### config.mk
export PLATFORM = sky130hd
export DESIGN_NAME = length_prefixed_frame_parser
export DESIGN_NICKNAME = d
export VERILOG_FILES = /design/src/sv/lfp_pkg.sv /design/src/sv/lfp_core.sv /design/src/sv/lfp_skid.sv /design/src/sv/length_prefixed_frame_parser.sv
export SDC_FILE = /design/constraint.sdc
export NUM_CORES = 1
export LEC_CHECK = 0
export BUFFER_PORTS_ARGS = -buffer_cell sky130_fd_sc_hd__buf_4
export CELL_PAD_IN_SITES_DETAIL_PLACEMENT = 2
export CELL_PAD_IN_SITES_GLOBAL_PLACEMENT = 2
export CORE_MARGIN = 2
export CORE_UTILIZATION = 35
export DETAILED_ROUTE_END_ITERATION = 12
export GPL_TIMING_DRIVEN = 0
export PLACE_DENSITY = 0.74
export SLEW_MARGIN = 20
export SYNTH_ARGS = -nofsm -noshare
export SYNTH_HDL_FRONTEND = slang
export SYNTH_SLANG_ARGS = --single-unit
### constraint.sdc
create_clock -name i_clk -period 3.25 [get_ports i_clk]
set_clock_uncertainty 0.2 [all_clocks]
set_input_delay 0.1625 -clock i_clk [delete_from_list [all_inputs] [get_ports i_clk]]
set_output_delay 0.1625 -clock i_clk [all_outputs]
set_load 0.01 [all_outputs]
### src/sv/lfp_pkg.sv
// Shared types and constants for the length-prefixed frame parser.
`default_nettype none

package lfp_pkg;

    // Defaults for the top-level parameters.
    localparam int unsigned FIELD_CAP_DEF      = 16;
    localparam int unsigned MAX_LEN_DIGITS_DEF = 5;

    // Reset value of the field limit register.
    localparam int unsigned FIELD_LIMIT_RST = 16;

    // Frame syntax characters and length bounds.
    localparam logic [7:0]  CHAR_VERSION = 8'h31;
    localparam logic [7:0]  CHAR_BAR     = 8'h7C;
    localparam logic [7:0]  CHAR_ZERO    = 8'h30;
    localparam logic [7:0]  CHAR_NINE    = 8'h39;
    localparam logic [16:0] LEN_MAX      = 17'd99999;
    localparam logic [16:0] LEN_SAT      = 17'd100000;

    // Type letters, first letter in the top byte.
    localparam logic [23:0] TYPE_NAM = 24'h4E414D;
    localparam logic [23:0] TYPE_SET = 24'h534554;
    localparam logic [23:0] TYPE_MSG = 24'h4D5347;
    localparam logic [23:0] TYPE_WHO = 24'h57484F;

    typedef enum logic [2:0] {
        KIND_NAM     = 3'd0,
        KIND_SET     = 3'd1,
        KIND_MSG     = 3'd2,
        KIND_WHO     = 3'd3,
        KIND_UNKNOWN = 3'd4
    } t_kind;

    typedef enum logic [2:0] {
        ERR_NONE      = 3'd0,
        ERR_VERSION   = 3'd1,
        ERR_SEPARATOR = 3'd2,
        ERR_LENGTH    = 3'd3,
        ERR_ZERO_LEN  = 3'd4,
        ERR_NO_BAR    = 3'd5,
        ERR_TRUNCATED = 3'd6
    } t_err;

    // One result item.
    typedef struct packed {
        t_kind       msg_kind;
        logic [7:0]  data_byte;
        logic        data_valid;
        logic [3:0]  field_index;
        logic        field_end;
        logic        frame_done;
        logic [4:0]  field_count;
        t_err        error_code;
    } t_result;

endpackage

`default_nettype wire

### src/sv/lfp_core.sv
// Frame parser state and per-byte result logic.
`default_nettype none

module lfp_core #(
    parameter int unsigned FIELD_CAP      = lfp_pkg::FIELD_CAP_DEF,
    parameter int unsigned MAX_LEN_DIGITS = lfp_pkg::MAX_LEN_DIGITS_DEF
) (
    input  wire logic             i_clk,
    input  wire logic             i_rst_n,
    input  wire logic             i_cfg_we,
    input  wire logic [4:0]       i_cfg_data,
    input  wire logic             i_fire,
    input  wire logic [7:0]       i_rx_byte,
    input  wire logic             i_conn_closed,
    output lfp_pkg::t_result      o_res
);

    localparam int unsigned CFW = $clog2(FIELD_CAP + 1);
    localparam int unsigned DCW = $clog2(MAX_LEN_DIGITS + 1);
    localparam int unsigned LW  = (CFW > 5) ? CFW : 5;

    typedef enum logic [3:0] {
        PH_VER  = 4'd0,
        PH_SEP1 = 4'd1,
        PH_T0   = 4'd2,
        PH_T1   = 4'd3,
        PH_T2   = 4'd4,
        PH_SEP2 = 4'd5,
        PH_LEN  = 4'd6,
        PH_BODY = 4'd7,
        PH_DEAD = 4'd8
    } t_phase;

    function automatic lfp_pkg::t_kind kind_of(input logic [23:0] t);
        lfp_pkg::t_kind k;
        if (t == lfp_pkg::TYPE_NAM)      k = lfp_pkg::KIND_NAM;
        else if (t == lfp_pkg::TYPE_SET) k = lfp_pkg::KIND_SET;
        else if (t == lfp_pkg::TYPE_MSG) k = lfp_pkg::KIND_MSG;
        else if (t == lfp_pkg::TYPE_WHO) k = lfp_pkg::KIND_WHO;
        else                             k = lfp_pkg::KIND_UNKNOWN;
        return k;
    endfunction

    t_phase            r_phase, n_phase;
    logic [15:0]       r_type, n_type;
    lfp_pkg::t_kind    r_kind, n_kind;
    logic [16:0]       r_len, n_len;
    logic [DCW-1:0]    r_digits, n_digits;
    logic [16:0]       r_left, n_left;
    logic [CFW-1:0]    r_cur, n_cur;
    logic [4:0]        r_limit;

    lfp_pkg::t_result  res;
    logic [20:0]       len_acc;
    logic              is_bar;
    logic              is_digit;
    logic              last;
    logic              kept;

    assign is_bar   = (i_rx_byte == lfp_pkg::CHAR_BAR);
    assign is_digit = (i_rx_byte >= lfp_pkg::CHAR_ZERO) && (i_rx_byte <= lfp_pkg::CHAR_NINE);
    // Ten times the length so far plus the new digit, as two shifted adds.
    assign len_acc  = {1'b0, r_len, 3'b000} + {3'b000, r_len, 1'b0}
                    + {17'd0, i_rx_byte[3:0]};
    assign last     = (r_left <= 17'd1);
    assign kept     = (LW'(r_cur) < LW'(r_limit)) && (LW'(r_cur) < LW'(FIELD_CAP));

    always_comb begin
        n_phase  = r_phase;
        n_type   = r_type;
        n_kind   = r_kind;
        n_len    = r_len;
        n_digits = r_digits;
        n_left   = r_left;
        n_cur    = r_cur;
        res      = '0;

        if (i_conn_closed) begin
            if (r_phase != PH_VER && r_phase != PH_DEAD) begin
                res.error_code = lfp_pkg::ERR_TRUNCATED;
            end
            n_phase  = PH_VER;
            n_len    = '0;
            n_digits = '0;
            n_left   = '0;
            n_cur    = '0;
        end else begin
            unique case (r_phase)
                PH_VER: begin
                    if (i_rx_byte == lfp_pkg::CHAR_VERSION) begin
                        n_phase = PH_SEP1;
                    end else begin
                        res.error_code = lfp_pkg::ERR_VERSION;
                        n_phase        = PH_DEAD;
                    end
                end
                PH_SEP1: begin
                    if (is_bar) begin
                        n_phase = PH_T0;
                    end else begin
                        res.error_code = lfp_pkg::ERR_SEPARATOR;
                        n_phase        = PH_DEAD;
                    end
                end
                PH_T0: begin
                    n_type  = {r_type[7:0], i_rx_byte};
                    n_phase = PH_T1;
                end
                PH_T1: begin
                    n_type  = {r_type[7:0], i_rx_byte};
                    n_phase = PH_T2;
                end
                PH_T2: begin
                    // All three letters are in; classify once here.
                    n_kind  = kind_of({r_type, i_rx_byte});
                    n_phase = PH_SEP2;
                end
                PH_SEP2: begin
                    if (is_bar) begin
                        n_phase  = PH_LEN;
                        n_len    = '0;
                        n_digits = '0;
                    end else begin
                        res.error_code = lfp_pkg::ERR_SEPARATOR;
                        n_phase        = PH_DEAD;
                    end
                end
                PH_LEN: begin
                    if (is_bar) begin
                        if (r_digits == '0) begin
                            res.error_code = lfp_pkg::ERR_LENGTH;
                            n_phase        = PH_DEAD;
                        end else if (r_len == '0) begin
                            res.error_code = lfp_pkg::ERR_ZERO_LEN;
                            n_phase        = PH_DEAD;
                        end else if (r_len > lfp_pkg::LEN_MAX) begin
                            res.error_code = lfp_pkg::ERR_LENGTH;
                            n_phase        = PH_DEAD;
                        end else begin
                            n_left  = r_len;
                            n_cur   = '0;
                            n_phase = PH_BODY;
                        end
                    end else if (r_digits >= DCW'(MAX_LEN_DIGITS) || !is_digit) begin
                        res.error_code = lfp_pkg::ERR_LENGTH;
                        n_phase        = PH_DEAD;
                    end else begin
                        n_len    = (len_acc > {4'd0, lfp_pkg::LEN_SAT}) ? lfp_pkg::LEN_SAT
                                                                        : len_acc[16:0];
                        n_digits = r_digits + DCW'(1);
                    end
                end
                PH_BODY: begin
                    if (last && !is_bar) begin
                        res.error_code = lfp_pkg::ERR_NO_BAR;
                        n_phase        = PH_DEAD;
                    end else begin
                        res.msg_kind = r_kind;
                        if (kept) begin
                            res.field_index = 4'(r_cur);
                        end
                        if (is_bar) begin
                            if (kept) begin
                                res.field_end = 1'b1;
                                n_cur         = r_cur + CFW'(1);
                            end
                        end else if (kept) begin
                            res.data_valid = 1'b1;
                            res.data_byte  = i_rx_byte;
                        end
                        if (last) begin
                            res.frame_done  = 1'b1;
                            res.field_count = 5'(n_cur);
                            n_phase         = PH_VER;
                            n_len           = '0;
                            n_digits        = '0;
                            n_left          = '0;
                            n_cur           = '0;
                        end else begin
                            n_left = r_left - 17'd1;
                        end
                    end
                end
                PH_DEAD: begin
                    n_phase = PH_DEAD;
                end
                default: begin
                    n_phase = PH_DEAD;
                end
            endcase
        end
    end

    assign o_res = res;

    always_ff @(posedge i_clk) begin
        if (!i_rst_n) begin
            r_phase  <= PH_VER;
            r_type   <= '0;
            r_kind   <= lfp_pkg::KIND_NAM;
            r_len    <= '0;
            r_digits <= '0;
            r_left   <= '0;
            r_cur    <= '0;
            r_limit  <= 5'(lfp_pkg::FIELD_LIMIT_RST);
        end else begin
            if (i_cfg_we) begin
                r_limit <= i_cfg_data;
            end
            if (i_fire) begin
                r_phase  <= n_phase;
                r_type   <= n_type;
                r_kind   <= n_kind;
                r_len    <= n_len;
                r_digits <= n_digits;
                r_left   <= n_left;
                r_cur    <= n_cur;
            end
        end
    end

`ifndef SYNTHESIS
    // An error result carries nothing but the code.
    a_err_clean: assert property (@(posedge i_clk) disable iff (!i_rst_n)
        (i_fire && res.error_code != lfp_pkg::ERR_NONE)
            |-> (!res.data_valid && !res.field_end && !res.frame_done))
        else $error("error result carries payload");

    // A close always returns the parser to the version byte.
    a_close_resets: assert property (@(posedge i_clk) disable iff (!i_rst_n)
        (i_fire && i_conn_closed) |=> (r_phase == PH_VER && r_cur == '0))
        else $error("close did not reset the parser");

    // A dead parser emits all-zero results on ordinary bytes.
    a_dead_silent: assert property (@(posedge i_clk) disable iff (!i_rst_n)
        (i_fire && !i_conn_closed && r_phase == PH_DEAD) |-> (res == '0))
        else $error("dead parser produced output");

    // A frame end always leaves the parser ready for the next version byte.
    a_done_restart: assert property (@(posedge i_clk) disable iff (!i_rst_n)
        (i_fire && res.frame_done) |=> (r_phase == PH_VER))
        else $error("frame end did not restart the parser");
`endif

endmodule

`default_nettype wire

### src/sv/lfp_skid.sv
// Two-entry output stage that decouples the parser from the result receiver.
`default_nettype none

module lfp_skid (
    input  wire logic              i_clk,
    input  wire logic              i_rst_n,
    input  wire logic              i_in_valid,
    input  wire lfp_pkg::t_result  i_in_data,
    output logic                   o_in_ready,
    output logic                   o_out_valid,
    output lfp_pkg::t_result       o_out_data,
    input  wire logic              i_out_ready
);

    logic             r_out_valid;
    logic             r_skid_valid;
    lfp_pkg::t_result r_out;
    lfp_pkg::t_result r_skid;
    logic             in_fire;
    logic             out_free;

    assign o_in_ready  = !r_skid_valid;
    assign in_fire     = i_in_valid && !r_skid_valid;
    assign out_free    = i_out_ready || !r_out_valid;
    assign o_out_valid = r_out_valid;
    assign o_out_data  = r_out;

    always_ff @(posedge i_clk) begin
        if (!i_rst_n) begin
            r_out_valid  <= 1'b0;
            r_skid_valid <= 1'b0;
        end else if (out_free) begin
            if (r_skid_valid) begin
                r_out_valid  <= 1'b1;
                r_skid_valid <= 1'b0;
            end else begin
                r_out_valid <= in_fire;
            end
        end else if (in_fire) begin
            r_skid_valid <= 1'b1;
        end
    end

    always_ff @(posedge i_clk) begin
        if (out_free) begin
            r_out <= r_skid_valid ? r_skid : i_in_data;
        end else if (in_fire) begin
            r_skid <= i_in_data;
        end
    end

`ifndef SYNTHESIS
    // The skid entry is only ever used behind a full output register.
    a_skid_behind_out: assert property (@(posedge i_clk) disable iff (!i_rst_n)
        r_skid_valid |-> r_out_valid)
        else $error("skid entry held with empty output register");

    // The skid entry only fills when the output register was stalled.
    a_skid_fill: assert property (@(posedge i_clk) disable iff (!i_rst_n)
        $rose(r_skid_valid) |-> $past(r_out_valid && !i_out_ready))
        else $error("skid entry filled without a stall");

    // A held skid entry moves to the output as soon as it is taken.
    a_skid_drain: assert property (@(posedge i_clk) disable iff (!i_rst_n)
        (r_skid_valid && i_out_ready) |=> (r_out_valid && !r_skid_valid))
        else $error("skid entry not drained");
`endif

endmodule

`default_nettype wire

### src/sv/length_prefixed_frame_parser.sv
// Top level of the length-prefixed frame parser.
//
// One received byte enters per item on the input channel (i_valid/o_ready),
// together with a connection-closed flag; a close ignores the byte and
// returns the parser to waiting for a version byte, reporting truncation if
// a frame was under way. Every accepted item gives exactly one result item
// on the output channel (o_valid/i_ready): the frame kind, a body byte
// tagged with its field index, field-end and frame-done flags, the kept
// field count and an error code.
// The byte is parsed by a short block of logic against the parser state and
// the result is written into the output register, or into the skid entry if
// that register is stalled. One item can be taken in every cycle while
// o_ready is high. A two-entry output stage means a stalled receiver only
// holds back the input after two results are waiting; o_ready is a register.
// Synchronous reset (i_rst_n low) empties the output stage, sets the field
// limit to sixteen and returns the parser to waiting for a version byte.
// The field limit is written through i_cfg_we/i_cfg_data at any clock edge,
// and is meant to change only while the block is idle.
`default_nettype none

module length_prefixed_frame_parser #(
    parameter int unsigned FIELD_CAP      = lfp_pkg::FIELD_CAP_DEF,
    parameter int unsigned MAX_LEN_DIGITS = lfp_pkg::MAX_LEN_DIGITS_DEF
) (
    input  wire logic        i_clk,
    input  wire logic        i_rst_n,
    input  wire logic        i_cfg_we,
    input  wire logic [4:0]  i_cfg_data,
    input  wire logic        i_valid,
    output logic             o_ready,
    input  wire logic [7:0]  i_rx_byte,
    input  wire logic        i_conn_closed,
    output logic             o_valid,
    input  wire logic        i_ready,
    output logic [2:0]       o_msg_kind,
    output logic [7:0]       o_data_byte,
    output logic             o_data_valid,
    output logic [3:0]       o_field_index,
    output logic             o_field_end,
    output logic             o_frame_done,
    output logic [4:0]       o_field_count,
    output logic [2:0]       o_error_code
);

    logic             in_fire;
    logic             in_ready;
    lfp_pkg::t_result core_res;
    lfp_pkg::t_result out_res;

    // An item is taken whenever the output stage has room for its result.
    assign o_ready = in_ready;
    assign in_fire = i_valid && in_ready;

    lfp_core #(
        .FIELD_CAP      (FIELD_CAP),
        .MAX_LEN_DIGITS (MAX_LEN_DIGITS)
    ) u_core (
        .i_clk         (i_clk),
        .i_rst_n       (i_rst_n),
        .i_cfg_we      (i_cfg_we),
        .i_cfg_data    (i_cfg_data),
        .i_fire        (in_fire),
        .i_rx_byte     (i_rx_byte),
        .i_conn_closed (i_conn_closed),
        .o_res         (core_res)
    );

    lfp_skid u_skid (
        .i_clk       (i_clk),
        .i_rst_n     (i_rst_n),
        .i_in_valid  (i_valid),
        .i_in_data   (core_res),
        .o_in_ready  (in_ready),
        .o_out_valid (o_valid),
        .o_out_data  (out_res),
        .i_out_ready (i_ready)
    );

    assign o_msg_kind    = out_res.msg_kind;
    assign o_data_byte   = out_res.data_byte;
    assign o_data_valid  = out_res.data_valid;
    assign o_field_index = out_res.field_index;
    assign o_field_end   = out_res.field_end;
    assign o_frame_done  = out_res.frame_done;
    assign o_field_count = out_res.field_count;
    assign o_error_code  = out_res.error_code;

endmodule

`default_nettype wire

==> results.ini <==
[status]
status=finished, violations left
violations=setup timing

[setup_path]
reg2reg_depth=14
crit_type=flop to flop
cp.required_ns=3.41
arrival_ns=3.72
cp-start-kind=flop
r2r_slack_ns=-0.30
critPathMaxFanout=8
worst_setup_path_end_kind=flop

[timing]
finalCritPeriodShare=1.09
fmaxAchievable_mhz=281
rsz0062_at_grt=true
hold_ws_ns=0.00956
slew_viol_final=0
tightestPinTransition_ns=1.05
setup_viol=17
fin_ws_ns=-0.304
hold_viol=0
slew-limit-headroom=0.292
post-route-min-period_ns=3.55

[cts]
path_clk_slew_ns=0.06
cts_tree=done
cts_buffers=17
cts_buffer_depth=2
clock-root-buffer=clkbuf_16
clk_latency_ns=0.43
htreeDepth=4
numClockSinks=124

[synthesis]
async_reset_ff_frac=0
yosysWarnings=0
seq_area_frac_synth=0.399
yosys.cell_count.top_type=nand2_1
synth_common_cells=88 x nand2_1, 72 x dfxtp_1, 65 x nor2_1, 52 x edfxtp_1, 44 x ha_1
yosys-top-cells-area=edfxtp_1 21%, dfxtp_1 19%, ha_1 7.3%
synth_top_area_cell=edfxtp_1
synth_flop_cell=dfxtp_1
synth_nets=880
avgSynthCellArea_um2=9.24
yosys.cell_types.count=74
synth_edf_count=52
synthCells=815
synth_top_area_frac=0.207
syn_area_um2=7530
ys_ff_latch=124

[flow_run]
max_cap_violations=0

[placement]
dpl.hpwl_um=18700
place.gp.congestion=0.857
io_buffers=44

[routing]
firstDrtPassIters=4
drtAntennaViolNets=0
avgViaCountPerCell=5.72
drt_iter0_drc=384
wl_per_cell_um=22.7
vias=6882
drc=0
wirelength_um=27300

[global_route]
grt-ovfl-total=0
antenna_found_initial=0
grt_pass1_vias=7659
track_usage=0.245
grt_max_degree=30
grt_first_pass_wirelength_um=42800

[pwr]
leakage_nw=3.74
ir_worst_vdd_mv=0.287
report.power.total_w=0.00409
p_per_area_nw_per_um2=427

[cells_and_area]
nFillCells=2239
drive_above_1_share=0.212
nets=980
n_antenna_cell=0
syn2layout_area_growth_pct=27.3

[floorplan]
die_area_um2=22700
start_util=0.357
die-width_um=151
die_y_um=151
io_pins=47
std_cell_rows=53
core_um2=21100

[min_path]
min_path_cells=3
hp-class=input pin to flop

==> path summary, 6_finish.rpt <==
| check | start | end |
|---|---|---|
| max | u_core.r_len[0]$_SDFFE_PN0P_ | u_core.r_len[8]$_SDFFE_PN0P_ |
| min | i_cfg_we | u_core.r_limit[3]$_SDFFE_PN0P_ |
| max reg2reg | u_core.r_len[0]$_SDFFE_PN0P_ | u_core.r_len[8]$_SDFFE_PN0P_ |
| min reg2reg | u_core.r_type[12]$_SDFFE_PN0P_ | u_core.r_type[12]$_SDFFE_PN0P_ |
==> metrics by stage <==
stage / TNS (ns) / utilization / std cells / cell area (um2) / worst slack (ns)
after floorplan: -0.109 / - / 815 / 7570 / -0.0152
after global placement: -20.70 / 0.391 / 1134 / 8250 / -0.588
after detailed placement: -11.89 / 0.393 / 1135 / 8290 / -0.673
after CTS: -3.90 / 0.448 / 1198 / 9460 / -0.353
after global routing: -6.36 / 0.455 / 1203 / 9590 / -0.439
final: -4.01 / 0.455 / 1203 / 9590 / -0.304
==> registers in the layout (all words and copies together), names as in the netlist, 4 cells and up <==
register           flops
u_core.r_cur           5
u_core.r_left         17
u_core.r_len          17
u_core.r_limit         5
u_core.r_phase         4
u_core.r_type         16
u_skid.o_out_data     26
u_skid.r_skid         26
==> cell usage in the layout, fill, tap and decap left out, types with 6 or more instances in the layout <==
| cell type | n |
|---|---|
| a21o_1 | 10 |
| nor2_1 | 63 |
| dfxtp_1 | 61 |
| a21oi_1 | 32 |
| a22o_1 | 11 |
| clkbuf_1 | 27 |
| nand3_1 | 10 |
| o211ai_1 | 8 |
| ha_2 | 6 |
| mux2_2 | 19 |
| edfxtp_1 | 52 |
| ha_1 | 35 |
| or3_1 | 9 |
| nor3_1 | 27 |
| buf_4 | 63 |
| o31ai_1 | 8 |
| nor4_1 | 14 |
| dlygate4sd3_1 | 17 |
| clkbuf_16 | 17 |
| xnor2_1 | 6 |
| o21ai_0 | 31 |
| nor2b_1 | 21 |
| xor2_1 | 8 |
| a21boi_0 | 23 |
| dfxtp_2 | 7 |
| a31oi_1 | 7 |
| and4_1 | 6 |
| nand4b_1 | 6 |
| a22oi_1 | 9 |
| inv_1 | 23 |
| nand2_1 | 88 |
| and2_1 | 23 |
| and3_1 | 11 |
| nand4_1 | 7 |
| mux2i_1 | 21 |
| nand2b_1 | 8 |
==> worst max-delay path, stage by stage (launching register included) <==
cell and delay (ns):
dfxtp_4 0.36, inv_2 0.04, fa_1 0.46, inv_2 0.10, fa_2 0.45, or4_4 0.55, nor2_4 0.10, o32ai_2 0.08
a32oi_2 0.24, o32ai_2 0.11, o211ai_1 0.19, buf_4 0.15, and4_1 0.19, buf_6 0.15, a22o_1 0.14
==> timing repair <==
action                                  4_1_cts  5_1_grt
buffers inserted                             15        5
hold buffers                                 17        0
pin swaps                                    22       13
gates resized for setup                      56       18
hold endpoints to repair                     25        0
endpoints found under the setup margin       39       35
==> power by group <==
part / switching (W) / internal, W / leakage [nW]
combinational: 0.000150 / 0.000110 / 2.33
sequential: 0.0000147 / 0.00165 / 1.09
clock: 0.000781 / 0.00138 / 0.322
==> cell families (layout without fill, tap and decap cells) <==
logic type,Yosys count,count (layout),share of synthesized area
simple gates,337,337,0.238
buf+inv,62,175,0.0339
fa+ha+maj,46,46,0.0784
mux,40,40,0.0563
compound gates,191,191,0.177
flops,124,124,0.399
xor+xnor,15,15,0.0175
==> cell type report <==
class | count | area (um2) | share of cell area
repair buffers | 82 | 686 | 0.0715
clock inverters | 14 | 231 | 0.0241
multi-input cells | 629 | 4610 | 0.481
flip-flops and latches | 124 | 3030 | 0.316
well taps | 275 | 344 | 0.0359
inverters | 27 | 101 | 0.0106
clock buffers | 18 | 429 | 0.0448
plain buffers | 34 | 158 | 0.0164
==> layer usage <==
layer | track usage | up-vias | part of all wire
met4 | 0.0827 | 0 | 0.024
met2 | 0.456 | 118 | 0.52
met1 | 0.283 | 3483 | 0.43
li1 | - | 3226 | -
met5 | 0 | - | 0
met3 | 0.0388 | 55 | 0.022
No activity file was read; power rests on OpenSTA's default activity.
